===== config.mk =====
export PLATFORM = sky130hd
export DESIGN_NAME = mrw_modunit
export DESIGN_NICKNAME = d
export VERILOG_FILES = /design/src/hdl/mrw_pkg.sv /design/src/hdl/mrw_modunit.sv
export SDC_FILE = /design/constraint.sdc
export NUM_CORES = 1
export LEC_CHECK = 0
export BUFFER_PORTS_ARGS = -buffer_cell sky130_fd_sc_hd__buf_2
export CAP_MARGIN = 20
export CORE_MARGIN = 4
export CORE_UTILIZATION = 30
export CTS_CLUSTER_SIZE = 28
export DETAILED_ROUTE_END_ITERATION = 12
export PLACE_DENSITY = 0.55
export SLEW_MARGIN = 15
export SYNTH_ARGS = -nofsm -noshare
export SYNTH_HDL_FRONTEND = slang
export SYNTH_SLANG_ARGS = --single-unit

===== constraint.sdc =====
create_clock -name clk -period 12.7 [get_ports clk]
set_input_delay 2.54 -clock clk [delete_from_list [all_inputs] [get_ports clk]]
set_output_delay 2.54 -clock clk [all_outputs]
set_load 0.03 [all_outputs]

===== src/hdl/mrw_pkg.sv =====
// Package with shared widths, types and sequencer state codes for the witness round.
package mrw_pkg;
  localparam int WordBits = 63;
  localparam int RandBits = 32;
  localparam int CntBits = $clog2(WordBits + 1);
  localparam int IdxBits = $clog2(WordBits);

  typedef logic [WordBits-1:0] word_t;
  typedef logic [CntBits-1:0] cnt_t;
  typedef logic [IdxBits-1:0] idx_t;

  // Shared unit operations.
  typedef enum logic [1:0] {
    OP_MULMOD = 2'd0,
    OP_REM    = 2'd1
  } op_t;

  typedef struct packed {
    logic start;
    op_t  op;
  } unit_cmd_t;

  typedef struct packed {
    logic busy;
    logic done;
  } unit_stat_t;

  typedef enum logic [7:0] {
    ST_IDLE   = 8'b0000_0001,
    ST_FACTOR = 8'b0000_0010,
    ST_REM    = 8'b0000_0100,
    ST_PMUL   = 8'b0000_1000,
    ST_PSQR   = 8'b0001_0000,
    ST_CHECK  = 8'b0010_0000,
    ST_SQR    = 8'b0100_0000,
    ST_OUT    = 8'b1000_0000
  } state_t;
endpackage


===== src/hdl/mrw_modunit.sv =====
// Shared bit-serial unit: modular multiply by shift-and-add, or remainder by restoring steps.
module mrw_modunit
  import mrw_pkg::*;
(
  input  logic       clk,
  input  logic       rst,
  input  unit_cmd_t  cmd,
  input  word_t      a,
  input  word_t      b,
  input  word_t      m,
  output unit_stat_t stat,
  output word_t      result
);
  logic  busy;
  logic  done;
  op_t   op;
  idx_t  bit_idx;
  word_t acc;
  word_t opa;
  word_t opb;
  word_t modv;

  logic [WordBits:0] dbl;
  logic [WordBits:0] dbl_red;
  logic [WordBits:0] sum;
  word_t             step;

  always_comb begin
    if (op == OP_MULMOD) begin
      dbl = {acc, 1'b0};
    end else begin
      dbl = {acc, opb[bit_idx]};
    end
    dbl_red = (dbl >= {1'b0, modv}) ? dbl - {1'b0, modv} : dbl;
    sum = dbl_red + {1'b0, opa};
    if (op == OP_MULMOD && opb[bit_idx]) begin
      step = (sum >= {1'b0, modv}) ? word_t'(sum - {1'b0, modv}) : word_t'(sum);
    end else begin
      step = word_t'(dbl_red);
    end
  end

  always_ff @(posedge clk) begin
    if (rst) begin
      busy <= 1'b0;
      done <= 1'b0;
    end else begin
      done <= busy && (bit_idx == '0);
      if (cmd.start && !busy) begin
        busy    <= 1'b1;
        op      <= cmd.op;
        opa     <= a;
        opb     <= b;
        modv    <= m;
        acc     <= '0;
        bit_idx <= idx_t'(WordBits - 1);
      end else if (busy) begin
        acc <= step;
        if (bit_idx == '0) begin
          busy <= 1'b0;
        end else begin
          bit_idx <= bit_idx - 1'b1;
        end
      end
    end
  end

  assign stat = '{busy: busy, done: done};
  assign result = acc;
endmodule


==> impl_metrics.tcl, run 1 <==
set metrics [dict create \
    reg2reg_slack_ns 0.75 \
    h-tree-depth 2 \
    grt_max_degree 64 \
    seqCellArea_um2 7850 \
    syn_area_um2 21500 \
    ys_warn_count 0 \
    overflow 0 \
    cp.buffers_inverters 3 \
    drc_errors 0 \
    synth_top_flop_cell "edfxtp_1" \
    yosysSeqAreaShare_pct 36.5 \
    ys_ff_latch 262 \
    grtUsageTotal_pct 19.7 \
    fp-row-count 97 \
    hold_viol 0 \
    fin_setup_tns_ns 0 \
    p_clk_share_pct 13.7 \
    wl_per_cell_um 21.9 \
    die-height_um 276 \
    clock_skew_ns 0.0270 \
    area_growth_pct 16.4 \
    hold_depth 2 \
    ctsHoldBuffers 0 \
    arrival_ns 12.37 \
    tightest_slew_ns 1.07 \
    switching_power_mw 3.99 \
    synth-edff-count 260 \
    cts_tree "done" \
    p_int_mw 3.70 \
    avgSynthCellArea_um2 9.14 \
    die_w_um 276 \
    portBuffers 258 \
    slew_headroom_pct 28.4 \
    r2r_cells 39 \
    crit_path_start_kind "flip-flop" \
    cts_root_buf "clkbuf_16" \
    ys_types 89 \
    fmax_mhz 83.7 \
    cp_max_fo 45 \
    min_period_ns 11.95 \
    crit_family "compound AO/OA/AOI/OAI gates" \
    start_util_pct 30.5 \
    drt-pass1-iter-count 5 \
    cts_resized 0 \
    core_um2 70600 \
    power_density_nw_per_um2 306 \
    hp-start "busy" \
    slowest_stage "edfxtp_1" \
    hpwl_um 61600 \
    nFillCells 7323 \
    insertion_delay_ns 0.58 \
    drv_cap 0 \
    route.antenna.remaining_nets 0 \
    numClockSinks 262 \
    min_path_type "reg2reg" \
    switching_share_pct 51.9 \
    holdWs_ns 0.670 \
    multi_input_area_um2 12800 \
    seqPwrFrac_pct 14.8 \
    finalWirelength_um 77600 \
    fin_crit_sh_pct 94.1 \
    synth_nets 2743 \
    grt_pass1_vias 19262 \
    r2r-start "bit_idx[0]" \
    fin_nets 2972 \
    vias 19387 \
    clockBufferDepth 3 \
    end_kind "flip-flop" \
    syn-instance-count 2355 \
    required_ns 13.12 \
    rr_endpoint "result[3]" \
    gp_congestion 0.958 \
    ys_async_sr_fraction_pct 0 \
    setup_viol 0 \
    vdd_ir_drop_max_mv 0.237 \
    antenna_found_initial 8 \
    slew_viol_final 0 \
    dieArea_um2 76100 \
    clkTransAtPathRegs_ns 0.06 \
    status "finished, final reports clean" \
    cts_setup_buffers 0 \
    leakagePower_nw 10.3 \
    rsz0062_at_grt "false" \
    vias_per_cell 5.46 \
    drive_gt1_share_pct 16.0 \
    io_pins 259 \
    path_class "reg2reg" \
    drt-initial-drc-count 1556 \
    pwr-share-comb_pct 71.5 \
    grt_first_pass_wirelength_um 116000 \
    worst_path_largest_cell_delay_ns 0.58 \
    cts_made_buffers 36 \
    holdPathEnd "bit_idx[0]" \
]
[stage by stage]
step	std cells	setup slack (ns)	cell area, µm²	util [%]	power (mW)
finish	3549	0.746	25100	35.5	7.68
global route	3548	0.0402	25100	35.5	8.30
CTS	3547	0.454	25000	35.5	7.64
detailed placement	3485	0.552	23800	33.8	6.54
global placement	3485	0.742	23800	33.7	6.53
floorplan	2355	1.17	21500	-	5.07
[placed cells by master (no fill, tap or decap), drive strengths merged, types with 67 or more instances in the layout]
cell type / synthesis / layout
buf: 25 / 285
edfxtp: 260 / 260
a21oi: 260 / 260
nand2: 241 / 241
ha: 191 / 191
o21ai: 191 / 191
nor2: 160 / 160
inv: 131 / 132
xnor2: 111 / 111
a21o: 97 / 97
a31oi: 67 / 67
[synth_stat cells, drive strengths merged, types with 24 or more instances]
cell type	count	share of area, %
nand2	241	4.2
nor3	43	1.1
a21o	97	3.4
clkbuf	69	1.2
nand4	38	1.1
inv	131	2.3
buf	25	0.71
o21a	27	0.94
o21bai	37	1.3
ha	191	11
nand3	41	0.98
edfxtp	260	36
nor2	160	2.8
xnor2	111	4.5
o21ai	191	4.4
nor2b	24	0.70
a31oi	67	1.9
a211oi	25	0.92
xor2	57	2.4
a21oi	260	6.1
[cell type report]
class | instances | share of cell area (%)
Antenna cell | 1 | 0.00998
Clock buffer | 39 | 3.64
Clock inverter | 23 | 1.18
Inverter | 131 | 1.96
Multi-Input combinational cell | 1868 | 51.1
Sequential cell | 262 | 31.3
Tap cell | 940 | 4.69
Timing Repair Buffer | 285 | 6.09
[state kept, by name, summed over array words and instances, names as in the netlist]
| register | cells |
|---|---|
| bit_idx | 6 |
| busy | 1 |
| result | 63 |
| opb | 63 |
| op | 2 |
| modv | 63 |
| opa | 63 |
| done | 1 |
[routing by layer]
layer	up-vias	routed length (µm)	share of wire, %	global-route usage (%)
li1	9289	-	-	-
met1	9249	34100	44	26.2
met2	692	35700	46	32.6
met3	143	5420	7.0	3.77
met4	14	2280	2.9	5.62
met5	-	85	0.11	0
[cell families after synthesis]
| group | Yosys count | synth area share [%] |
|---|---|---|
| buffers and inverters | 225 | 4.20 |
| XOR/XNOR | 168 | 6.92 |
| AND/OR/NAND/NOR | 634 | 13.7 |
| adder cells (fa/ha/maj) | 194 | 11.4 |
| AO/OA/AOI/OAI | 829 | 24.1 |
| flip-flops | 262 | 36.5 |
| multiplexers | 43 | 3.25 |
[worst reg2reg max path, delay by kind of cell, from the launching register on]
family	cells	cell delay, ns
adders and majority gates	4	1.19
AOI/OAI and AO/OA	17	4.63
and+or+nand+nor	10	2.64
muxes	4	1.90
buffers and inverters	3	0.68
xor gates and xnor gates	1	0.20
DFF	1	0.58
[worst max path at each step]
stage / start / endpoint / slack (ns) / cells past startpoint
floorplan: cmd[2] / modv[0] / 1.17 / 3
global placement: bit_idx[0] / result[25] / 0.74 / 38
detailed placement: bit_idx[0] / result[54] / 0.55 / 38
CTS: bit_idx[0] / result[3] / 0.45 / 38
global route: bit_idx[0] / result[25] / 0.04 / 39
finish: bit_idx[0] / result[3] / 0.75 / 39
[power by group through the flow]
| stage | Combinational [mW] | Sequential [mW] | Clock [mW] |
|---|---|---|---|
| after CTS | 5.42 | 1.14 | 1.08 |
| after detailed placement | 5.38 | 1.15 | 0 |
| after global routing | 6.05 | 1.14 | 1.11 |
| after global placement | 5.37 | 1.16 | 0 |
| final | 5.50 | 1.13 | 1.05 |
| after floorplan | 3.87 | 1.20 | 0 |
Note: power is estimated with default switching activity, not from simulation.
==> inputs of run 2 (changes only) <==
Settings changed: CORE_UTILIZATION 30 to 60, PLACE_DENSITY 0.55 to 0.9.
==> run 2 against run 1 <==
Effect of this change:
- combinational power shrank 1%
- die area down 49%
- final area shrank 3.2%
- cell count is 14% lower
- global-route usage grew 14 points
- worst setup slack improved by 0.0043 ns
- critical path depth is 1 lower
- critical endpoint is now result[26]
- largest power group unchanged
- highest routed layer unchanged
==> impl_metrics.tcl, run 2 (synthesis results as in run 1) <==
set metrics [dict create \
    status "finished, final reports clean" \
    slowest_stage "edfxtp_1" \
    layout.cells.most_common_list "260 x edfxtp_1, 258 x buf_2, 257 x a21oi_1" \
    setup_viol 0 \
    grt_pass1_vias 19581 \
    grtUsageTotal_pct 33.7 \
    clockBufferDepth 3 \
    route.antenna.remaining_nets 0 \
    cts_tree "done" \
    area_growth_pct 12.7 \
    setup_slack_ns 0.751 \
    gp_congestion 1.03 \
    path_class "reg2reg" \
    hpwl_um 52600 \
    end_kind "flip-flop" \
    grt_first_pass_wirelength_um 105000 \
    wl_per_cell_um 22.5 \
    diodes 0 \
    fp-row-count 69 \
    start_util_pct 60.7 \
    slew_viol_final 0 \
    hold_viol 0 \
    drc_errors 0 \
    drt-pass1-iter-count 7 \
    io_pins 259 \
    clkTransAtPathRegs_ns 0.07 \
    cts_setup_buffers 0 \
    crit_path_start_kind "flip-flop" \
    grt_max_degree 93 \
    leakagePower_nw 10.2 \
    portBuffers 258 \
    die_w_um 197 \
    drive_gt1_share_pct 15.6 \
    final_common_cell "edfxtp_1" \
    drv_cap 0 \
    die-height_um 197 \
    power_density_nw_per_um2 309 \
    cts_made_buffers 31 \
    cts_resized 0 \
    h-tree-depth 1 \
    cts_root_buf "clkbuf_16" \
    ctsHoldBuffers 0 \
    dieArea_um2 39000 \
    drt-initial-drc-count 2233 \
    min_path_type "reg2reg" \
    seqCellArea_um2 7850 \
    rsz0062_at_grt "false" \
    insertion_delay_ns 0.60 \
    core_um2 35500 \
    finalWirelength_um 68800 \
    nFillCells 2755 \
    arrival_ns 12.40 \
    clock_skew_ns 0.0184 \
    numClockSinks 262 \
    antenna_found_initial 4 \
    overflow 0 \
    vdd_ir_drop_max_mv 0.260 \
    crit_top_cell "o21ai_0" \
    tightest_slew_ns 1.17 \
    multi_input_area_um2 12800 \
    fin_setup_tns_ns 0 \
    fin_nets 2961 \
    fin_crit_sh_pct 94.1 \
    vias_per_cell 6.63 \
    min_period_ns 11.95 \
    slew_headroom_pct 21.1 \
    required_ns 13.15 \
    vias 20272 \
    cp_max_fo 22 \
    worst_path_largest_cell_delay_ns 0.68 \
    pre_cts_ws_ns 0.657 \
    fmax_mhz 83.7 \
]
[run 2: worst paths after layout]
kind / startpoint / end / slack, ns / depth (start not counted)
setup / recovery: bit_idx[0] / result[26] / 0.75 / 38
hold / removal: bit_idx[4] / bit_idx[4] / 0.72 / 2
setup reg to reg: bit_idx[0] / result[26] / 0.75 / 38
hold reg to reg: bit_idx[4] / bit_idx[4] / 0.72 / 2
[run 2: worst max-delay path, delay by kind of cell (launching register included)]
| family | cells | cell delay (ns) |
|---|---|---|
| AO/OA/AOI/OAI | 20 | 5.43 |
| XOR/XNOR | 1 | 0.17 |
| multiplexers | 3 | 1.49 |
| AND/OR/NAND/NOR | 8 | 2.22 |
| buffers and inverters | 2 | 0.60 |
| flip-flops | 1 | 0.68 |
| adder cells (fa/ha/maj) | 4 | 1.17 |
[run 2: where the power goes]
part / leakage [nW] / switching [mW] / internal (mW)
combinational: 7.24 / 3.43 / 2.00
sequential: 2.45 / 0.0695 / 1.06
clock: 0.503 / 0.404 / 0.537
total: 10.2 / 3.91 / 3.60
[run 2: per-layer routing]
metal / part of all wire, % / routed length, µm / vias up / GRT usage (%)
met5: 0.052 / 36 / - / 0
met1: 39 / 26700 / 9444 / 45.6
met3: 11 / 7390 / 253 / 6.04
li1: - / - / 9255 / -
met4: 5.2 / 3550 / 8 / 14.8
met2: 45 / 31100 / 1312 / 53.5
[run 2: metrics by stage]
stage                     instances  power [mW]  util [%]  cell area (µm²)  hold slack [ns]
after global routing           3058        8.00      68.4            24300            0.815
final                          3058        7.51      68.4            24300            0.725
after CTS                      3057        7.35      68.3            24200            0.724
after global placement         3000        6.27      65.3            23200            0.676
after detailed placement       3000        6.36      65.3            23200            0.705
after floorplan                2355        5.07         -            21500            0.582
[run 2: layout make-up]
type,count,share of cell area (%)
clock buffers,34,3.24
clock inverters,23,1.12
inverters,131,2.03
multi-input cells,1868,52.8
flip-flops and latches,262,32.3
well taps,461,2.38
repair buffers,279,6.12
