**config.mk**
```make
export PLATFORM = sky130hd
export DESIGN_NAME = mrw_seq
export DESIGN_NICKNAME = d
export VERILOG_FILES = /design/src/hdl/mrw_pkg.sv /design/src/hdl/mrw_seq.sv
export SDC_FILE = /design/constraint.sdc
export NUM_CORES = 1
export LEC_CHECK = 0
export BUFFER_PORTS_ARGS = -buffer_cell sky130_fd_sc_hd__buf_2
export CELL_PAD_IN_SITES_DETAIL_PLACEMENT = 0
export CELL_PAD_IN_SITES_GLOBAL_PLACEMENT = 1
export CORE_UTILIZATION = 26
export CTS_CLUSTER_DIAMETER = 40
export DETAILED_ROUTE_END_ITERATION = 8
export PLACE_DENSITY_LB_ADDON = 0.1
export RECOVER_POWER = 100
export SYNTH_ARGS = -nofsm -noshare
export SYNTH_HDL_FRONTEND = slang
export SYNTH_SLANG_ARGS = --single-unit
```
**constraint.sdc**
```tcl
create_clock -name clk -period 31.7 [get_ports clk]
set_input_delay 6.34 -clock clk [delete_from_list [all_inputs] [get_ports clk]]
set_output_delay 6.34 -clock clk [all_outputs]
set_load 0.02 [all_outputs]
```
**src/hdl/mrw_pkg.sv**
```systemverilog
// Package with shared widths, types and sequencer state codes for the witness round.
package mrw_pkg;
  localparam int WordBits = 63;
  localparam int RandBits = 32;
  localparam int CntBits = $clog2(WordBits + 1);
  localparam int IdxBits = $clog2(WordBits);

  typedef logic [WordBits-1:0] word_t;
  typedef logic [CntBits-1:0] cnt_t;
  typedef logic [IdxBits-1:0] idx_t;

  // Shared unit operations.
  typedef enum logic [1:0] {
    OP_MULMOD = 2'd0,
    OP_REM    = 2'd1
  } op_t;

  typedef struct packed {
    logic start;
    op_t  op;
  } unit_cmd_t;

  typedef struct packed {
    logic busy;
    logic done;
  } unit_stat_t;

  typedef enum logic [7:0] {
    ST_IDLE   = 8'b0000_0001,
    ST_FACTOR = 8'b0000_0010,
    ST_REM    = 8'b0000_0100,
    ST_PMUL   = 8'b0000_1000,
    ST_PSQR   = 8'b0001_0000,
    ST_CHECK  = 8'b0010_0000,
    ST_SQR    = 8'b0100_0000,
    ST_OUT    = 8'b1000_0000
  } state_t;
endpackage

```
**src/hdl/mrw_seq.sv**
```systemverilog
// Sequencer for one Miller-Rabin round driving the shared modular unit.
module mrw_seq
  import mrw_pkg::*;
(
  input  logic       clk,
  input  logic       rst,
  input  logic       start,
  input  word_t      cand_in,
  input  word_t      rand_in,
  output logic       idle,
  output logic       res_valid,
  input  logic       res_ready,
  output logic       verdict,
  output unit_cmd_t  cmd,
  output word_t      ua,
  output word_t      ub,
  output word_t      um,
  input  unit_stat_t stat,
  input  word_t      ures
);
  state_t state;
  word_t  n;
  word_t  nm1;
  word_t  d;
  word_t  rnd;
  word_t  base;
  word_t  x;
  cnt_t   r;
  cnt_t   i;
  logic   issued;
  logic   pass;

  assign idle = (state == ST_IDLE);
  assign res_valid = (state == ST_OUT);
  assign verdict = pass;

  always_comb begin
    cmd.start = 1'b0;
    cmd.op = OP_MULMOD;
    ua = x;
    ub = base;
    um = n;
    unique case (state)
      ST_REM: begin
        cmd.start = !issued;
        cmd.op = OP_REM;
        ua = '0;
        ub = rnd;
        um = n - word_t'(2);
      end
      ST_PMUL: begin
        cmd.start = !issued;
        ua = x;
        ub = base;
      end
      ST_PSQR: begin
        // No square is needed once the exponent is down to its last bit.
        cmd.start = !issued && (d != word_t'(1));
        ua = base;
        ub = base;
      end
      ST_SQR: begin
        cmd.start = !issued;
        ua = x;
        ub = x;
      end
      default: begin
      end
    endcase
  end

  always_ff @(posedge clk) begin
    if (rst) begin
      state <= ST_IDLE;
      issued <= 1'b0;
    end else begin
      unique case (state)
        ST_IDLE: begin
          if (start) begin
            n <= cand_in;
            nm1 <= cand_in - 1'b1;
            d <= cand_in - 1'b1;
            rnd <= rand_in;
            r <= '0;
            issued <= 1'b0;
            if (cand_in < word_t'(2)) begin
              pass <= 1'b0;
              state <= ST_OUT;
            end else if (cand_in < word_t'(4)) begin
              pass <= 1'b1;
              state <= ST_OUT;
            end else begin
              state <= ST_FACTOR;
            end
          end
        end
        ST_FACTOR: begin
          // Strip one trailing zero of n-1 per cycle.
          if (d[0]) begin
            state <= ST_REM;
          end else begin
            d <= d >> 1;
            r <= r + 1'b1;
          end
        end
        ST_REM: begin
          if (stat.done) begin
            base <= ures + word_t'(2);
            x <= word_t'(1);
            issued <= 1'b0;
            state <= d[0] ? ST_PMUL : ST_PSQR;
          end else begin
            issued <= 1'b1;
          end
        end
        ST_PMUL: begin
          if (stat.done) begin
            x <= ures;
            issued <= 1'b0;
            state <= ST_PSQR;
          end else begin
            issued <= 1'b1;
          end
        end
        ST_PSQR: begin
          if (d == word_t'(1)) begin
            state <= ST_CHECK;
            i <= cnt_t'(1);
          end else begin
            if (stat.done) begin
              base <= ures;
              d <= d >> 1;
              issued <= 1'b0;
              state <= d[1] ? ST_PMUL : ST_PSQR;
            end else begin
              issued <= 1'b1;
            end
          end
        end
        ST_CHECK: begin
          if (x == word_t'(1) || x == nm1) begin
            pass <= 1'b1;
            state <= ST_OUT;
          end else if (i >= r) begin
            pass <= 1'b0;
            state <= ST_OUT;
          end else begin
            state <= ST_SQR;
          end
        end
        ST_SQR: begin
          if (stat.done) begin
            issued <= 1'b0;
            x <= ures;
            i <= i + 1'b1;
            if (ures == nm1) begin
              pass <= 1'b1;
              state <= ST_OUT;
            end else if (i + 1'b1 >= r) begin
              pass <= 1'b0;
              state <= ST_OUT;
            end else begin
              state <= ST_SQR;
            end
          end else begin
            issued <= 1'b1;
          end
        end
        ST_OUT: begin
          if (res_ready) begin
            state <= ST_IDLE;
          end
        end
        default: state <= ST_IDLE;
      endcase
    end
  end
endmodule

```
==> results of run 1 <==
==> routing by layer <==
metal / vias to the layer above / share of wire
met1: 8309 / 0.45
li1: 7647 / -
met4: 4 / 0.027
met3: 127 / 0.049
met5: - / 0.00031
met2: 524 / 0.48
==> worst max-delay path, delay by kind of cell, from the launching register on <==
family,cells,cell delay (ns)
simple gates,3,2.15
flops,1,0.38
compound gates,1,0.54
buf+inv,5,5.10
==> flip-flops by register name, indices dropped and copies added (netlist names) <==
name     cells
rnd         63
nm1         63
verdict      1
x           63
n           63
base        63
state        8
r            6
d           63
issued       1
i            6
==> final cells by class <==
type                    instances  area [µm²]
inverters                      29         109
clock buffers                  98        2270
flip-flops and latches        400       11900
multi-input cells            1287        8630
clock inverters                62         816
well taps                    1050        1310
fillers                      8267       52700
repair buffers                412        1650
diodes                          3        7.51
==> report_power, final <==
part           internal [µW]  leakage (µW)  total [µW]  switching, µW
clock network            640       0.00149         957            317
registers                669       0.00366         717           48.8
logic                   64.1       0.00428         213            149
total                   1370       0.00943        1890            515
==> worst max path at each step <==
| stage | slack (ns) | end | from |
|---|---|---|---|
| 2_1_floorplan | 14.58 | base[0]$_DFFE_PP_ | rst |
| 3_3_place_gp | 21.21 | um[25] | state[4]$_SDFFE_PP0P_ |
| 3_5_place_dp | 21.22 | um[33] | state[4]$_SDFFE_PP0P_ |
| 4_1_cts | 20.52 | um[33] | state[4]$_SDFFE_PP0P_ |
| 5_1_grt | 15.68 | ua[47] | state[5]$_SDFFE_PP0P_ |
| 6_report | 16.49 | ua[47] | state[4]$_SDFFE_PP0P_ |
==> cell families after synthesis <==
logic type | after synthesis | synth area share
adders and majority gates | 17 | 0.0101
DFF | 400 | 0.568
xor gates and xnor gates | 318 | 0.133
and+or+nand+nor | 717 | 0.179
AOI/OAI and AO/OA | 234 | 0.0897
buffers and inverters | 106 | 0.0201
other | 1 | 0.000179
==> placed cells by master (no fill, tap or decap), drive strengths merged, types with 4 or more instances in the layout <==
cell type | Yosys | final
clkbuf | 58 | 440
edfxtp | 391 | 391
xor2 | 222 | 222
nand2 | 201 | 201
a22o | 124 | 124
nor2 | 108 | 108
nor4 | 106 | 106
xnor2 | 96 | 96
buf | 19 | 70
a22oi | 65 | 65
nor3 | 58 | 58
nor2b | 57 | 57
nand4 | 44 | 44
nand3 | 40 | 40
inv | 29 | 37
clkinv | 0 | 32
or4 | 20 | 20
ha | 17 | 17
bufinv | 0 | 15
and3 | 15 | 15
or3 | 14 | 14
a21oi | 10 | 10
dfxtp | 9 | 9
o21ai | 9 | 9
nand4b | 8 | 8
and2 | 8 | 8
nand2b | 7 | 7
clkinvlp | 0 | 7
nand3b | 6 | 6
and4 | 6 | 6
or2 | 6 | 6
nor3b | 4 | 4
==> metrics by stage <==
stage / worst slack (ns) / instances / area [µm²] / utilization
detailed placement: 21.22 / 3178 / 24200 / 0.305
floorplan: 14.58 / 1793 / 21000 / -
global placement: 21.21 / 3178 / 24200 / 0.305
finish: 16.49 / 3341 / 26700 / 0.337
CTS: 20.52 / 3338 / 27300 / 0.344
global route: 15.68 / 3339 / 26700 / 0.336
==> metrics.md, run 1 <==
| Metric | Value |
|---|---|
| Status | complete, but fails checks |
| Failing checks | capacitance limit, slew limit |
| Initial Util | 0.264 |
| Hold path depth | 1 |
| Clk sinks | 400 |
| Net total in the final layout | 2430 |
| Initial antenna violation count | 4 |
| Yosys top cell by area | edfxtp_1 |
| RSZ-0062 raised after global routing | false |
| Pwr dens | 70.7 mW/mm² |
| Worst hold endpoint | d[42]$_DFFE_PP_ |
| Vias per cell | 4.97 |
| Class of the worst hold path | flip-flop to flip-flop |
| Final setup violation count | 0 |
| PortBufs | 387 |
| I/O Pins | 390 |
| CTS tree | done |
| Worst-path cell chain | nor4_1 > clkbuf_1 > nand3_1 > inv_1 > clkbuf_1 > nor2_1 > clkbuf_1 > a22o_1 > clkbuf_1 |
| Clk buf depth | 3 |
| # Post-CTS Setup Buffers | 0 |
| GR Layer Usage met2 | 0.345 |
| Post-synthesis cell area | 0.0210 mm² |
| Critical Path RT | 25.36 ns |
| Num CTS Buffers | 88 |
| Flop-to-flop setup slack | 21.89 ns |
| Most frequent cells after synthesis | edfxtp_1 (391), xor2_1 (220), nand2_1 (201) |
| Critical path endpoint category | output pin |
| Wire length per cell | 26.1 µm |
| #FFs+latches synth | 400 |
| Clock Root Buffer | clkbuf_16 |
| Startpoint types | flip-flop |
| Top FF cell, synth | edfxtp_1 |
| Most frequent cell after synthesis | edfxtp_1 |
| Via count | 16611 |
| H-tree depth | 3 |
| HP Start | d[43]$_DFFE_PP_ |
| Remaining DRCs | 0 |
| Vias in the first global route | 16955 |
| Height of the die | 286 µm |
| GRT met1 Usage | 0.273 |
| Drt initial violations | 1207 |
| Crit Path Class | flip-flop to output pin |
| Setup tns final | 0 ns |
| Slew @ Worst Pin | 4.18 ns |
| Tmin final | 15.21 ns |
| Total gr overflow | 0 |
| Synth warn | 0 |
| VDD IR max | 0.0000385 V |
| Synth unique cells | 61 |
| Overall Power | 1890 µW |
| Detailed Route WL | 87200 µm |
| Post-synth EDFFs | 391 |
| CP most frequent cell | clkbuf_1 |
| Worst Path Arrival | 8.87 ns |
| Routability congestion estimate | 0.893 |
| Post-synth top area share | 0.559 |
| First-pass iteration count of the detailed router | 5 |
| Hold_ws | 0.564 ns |
| Die ar. | 0.0819 mm² |
| R2r startpoint | state[4]$_SDFFE_PP0P_ |
| Gr usage total | 0.208 |
| Core region area | 0.0794 mm² |
| Post-cts sizing count | 0 |
| FP Rows | 103 |
| Post-synth ARST share | 0 |
| GR Util met3 | 0.0389 |
| Post-Synthesis Cells | 1793 |
| Largest net degree at the start of global routing | 73 |
| Top cells by area, synth | edfxtp_1 (56%), xor2_1 (9.2%), a22o_1 (5.2%) |
| Clock transition at path regs | 0.05 ns |
| Max_cap viols | 15 |
| Slew Limit Fails | 670 |
| P_leak | 0.00943 µW |
| Final critical-path share of the clock period | 0.480 |
| Final Hold Viols | 0 |
| Register area share after synthesis | 0.568 |
| Synthesized area per cell | 11.7 µm² |
| CTS Hold Buffers Added | 0 |
| Register-to-Register Path Depth | 8 |
| Antenna Nets Post-Route | 0 |
| Clock Latency Late Sink | 0.64 ns |
| Slew Limit Headroom | -1.79 |
| Syn_nets | 2005 |
| CP max stage delay | 2.07 ns |
| First-pass GRT wire length | 122000 µm |
| Proportion of layout cells with a drive suffix above 1 | 0.0983 |
| Crit path max fanout | 46 |
| Clock Skew | 0.0298 ns |
| R2R Path End | base[49]$_DFFE_PP_ |
| Area growth syn-to-layout | 27.3% |
| Die X | 286 µm |
| Fmax achieved | 65.7 MHz |
| Grt peak-use layer | met2 |
| CP max stage cell | clkbuf_1 |
| Hpwl dp | 67300 µm |
No activity file was read; power rests on OpenSTA's default activity.
==> inputs of run 2 (changes only) <==
clock period = 12.7 ns   (was 31.7 ns; I/O delays follow)
==> metrics.md, run 2 (synthesis results as in run 1) <==
| Metric | Value |
|---|---|
| Status | complete, but fails checks |
| Clock Latency Late Sink | 0.64 ns |
| Crit path max fanout | 71 |
| Clock Root Buffer | clkbuf_16 |
| Vias per cell | 4.94 |
| Hpwl dp | 66100 µm |
| Most frequent cells in the layout | edfxtp_1 (391), clkbuf_1 (350), xor2_1 (221) |
| Post-cts sizing count | 0 |
| RSZ-0062 raised after global routing | false |
| Tmin final | 9.33 ns |
| Initial Util | 0.264 |
| CTS tree | done |
| Core region area | 0.0794 mm² |
| Via count | 16512 |
| P_leak | 0.00943 µW |
| Die X | 286 µm |
| Detailed Route WL | 86700 µm |
| Critical path endpoint category | output pin |
| Fin worst setup slack | 3.37 ns |
| Initial antenna violation count | 4 |
| Clock Skew | 0.0223 ns |
| Failing checks | capacitance limit, slew limit |
| Drt initial violations | 1065 |
| Multi-input gate area | 0.00867 mm² |
| Clk sinks | 400 |
| CP most frequent cell | clkbuf_1 |
| Total gr overflow | 0 |
| Fmax achieved | 107 MHz |
| R2r startpoint | state[4]$_SDFFE_PP0P_ |
| Height of the die | 286 µm |
| # Post-CTS Setup Buffers | 0 |
| Routability congestion estimate | 0.844 |
| Vias in the first global route | 16924 |
| Slew @ Worst Pin | 4.49 ns |
| Gr usage total | 0.207 |
| Worst-path cell chain | nor4_2 > buf_4 > nand3_1 > inv_1 > clkbuf_1 > nand2_1 > nor3_1 > xor2_1 > clkbuf_1 |
| Final setup violation count | 0 |
| Clk buf depth | 3 |
| Clock transition at path regs | 0.06 ns |
| Die ar. | 0.0819 mm² |
| Critical Path RT | 10.16 ns |
| Remaining DRCs | 0 |
| I/O Pins | 390 |
| CP max stage cell | clkbuf_1 |
| Register-to-Register Path Depth | 8 |
| Crit Path Class | flip-flop to output pin |
| R2R Path End | base[5]$_DFFE_PP_ |
| FP Rows | 103 |
| Class of the worst hold path | flip-flop to flip-flop |
| Antenna Nets Post-Route | 0 |
| Flop-to-flop setup slack | 4.13 ns |
| Slew Limit Headroom | -2.00 |
| CTS Hold Buffers Added | 0 |
| Slew Limit Fails | 605 |
| Pwr dens | 175 mW/mm² |
| VDD IR max | 0.0000976 V |
| PortBufs | 387 |
| CP max stage delay | 3.04 ns |
| Worst Path Arrival | 6.79 ns |
| Largest net degree at the start of global routing | 72 |
| Final Hold Viols | 0 |
| Num CTS Buffers | 90 |
| Area growth syn-to-layout | 27.3% |
| Startpoint types | flip-flop |
| Setup WS pre-CTS | 6.39 ns |
| Most common library cell in the layout ignoring fill and taps | edfxtp_1 |
| Storage cell area | 0.0119 mm² |
| H-tree depth | 3 |
| Wire length per cell | 25.9 µm |
| Max_cap viols | 11 |
| Setup tns final | 0 ns |
| HP Start | d[37]$_DFFE_PP_ |
| Proportion of layout cells with a drive suffix above 1 | 0.0999 |
| First-pass iteration count of the detailed router | 7 |
| Hold path depth | 1 |
| Worst hold endpoint | d[36]$_DFFE_PP_ |
| Net total in the final layout | 2431 |
| First-pass GRT wire length | 123000 µm |
| Filler instances | 8236 |
| Final critical-path share of the clock period | 0.735 |
[run 2: worst max path at each step]
stage | to | cells past startpoint | start
floorplan | n[0]$_DFFE_PP_ | 3 | rst
detailed placement | um[33] | 7 | n[7]$_DFFE_PP_
CTS | um[33] | 7 | n[6]$_DFFE_PP_
finish | um[6] | 9 | state[4]$_SDFFE_PP0P_
global placement | um[25] | 7 | n[7]$_DFFE_PP_
global route | um[9] | 9 | state[4]$_SDFFE_PP0P_
[run 2: per-layer routing]
layer	track usage	vias to the layer above	routed length, µm
met1	0.276	8236	38900
met3	0.0349	111	4140
met4	0.0552	6	1920
met5	0	-	29
li1	-	7644	-
met2	0.345	515	41600
[run 2: layout make-up]
class | instances | share of cell area
Antenna cell | 1 | 0.0000936
Clock buffer | 101 | 0.0874
Clock inverter | 64 | 0.0272
Inverter | 29 | 0.00407
Multi-Input combinational cell | 1287 | 0.324
Sequential cell | 400 | 0.446
Tap cell | 1050 | 0.0492
Timing Repair Buffer | 411 | 0.0618
[run 2: per-stage QoR]
step           instances  instance area (µm²)  total power (µW)  hold WS [ns]  utilization
2_1_floorplan       1793                21000              2110         0.510            -
3_3_place_gp        3177                24200              2360         0.555        0.305
3_5_place_dp        3177                24200              2360         0.556        0.305
4_1_cts             3342                27300              4740         0.566        0.343
5_1_grt             3343                26700              4840         0.583        0.337
6_report            3343                26700              4670         0.561        0.337
[run 2: worst max-delay path, delay by kind of cell (launching register included)]
| kind | cells | cell delay, ns |
|---|---|---|
| buf+inv | 4 | 3.84 |
| flops | 1 | 0.38 |
| xor+xnor | 1 | 0.17 |
| simple gates | 4 | 1.73 |
[run 2: power breakdown]
| part | internal, µW | switching (µW) |
|---|---|---|
| Sequential | 1670 | 121 |
| Combinational | 162 | 374 |
| Clock | 1550 | 797 |
| Total | 3380 | 1290 |
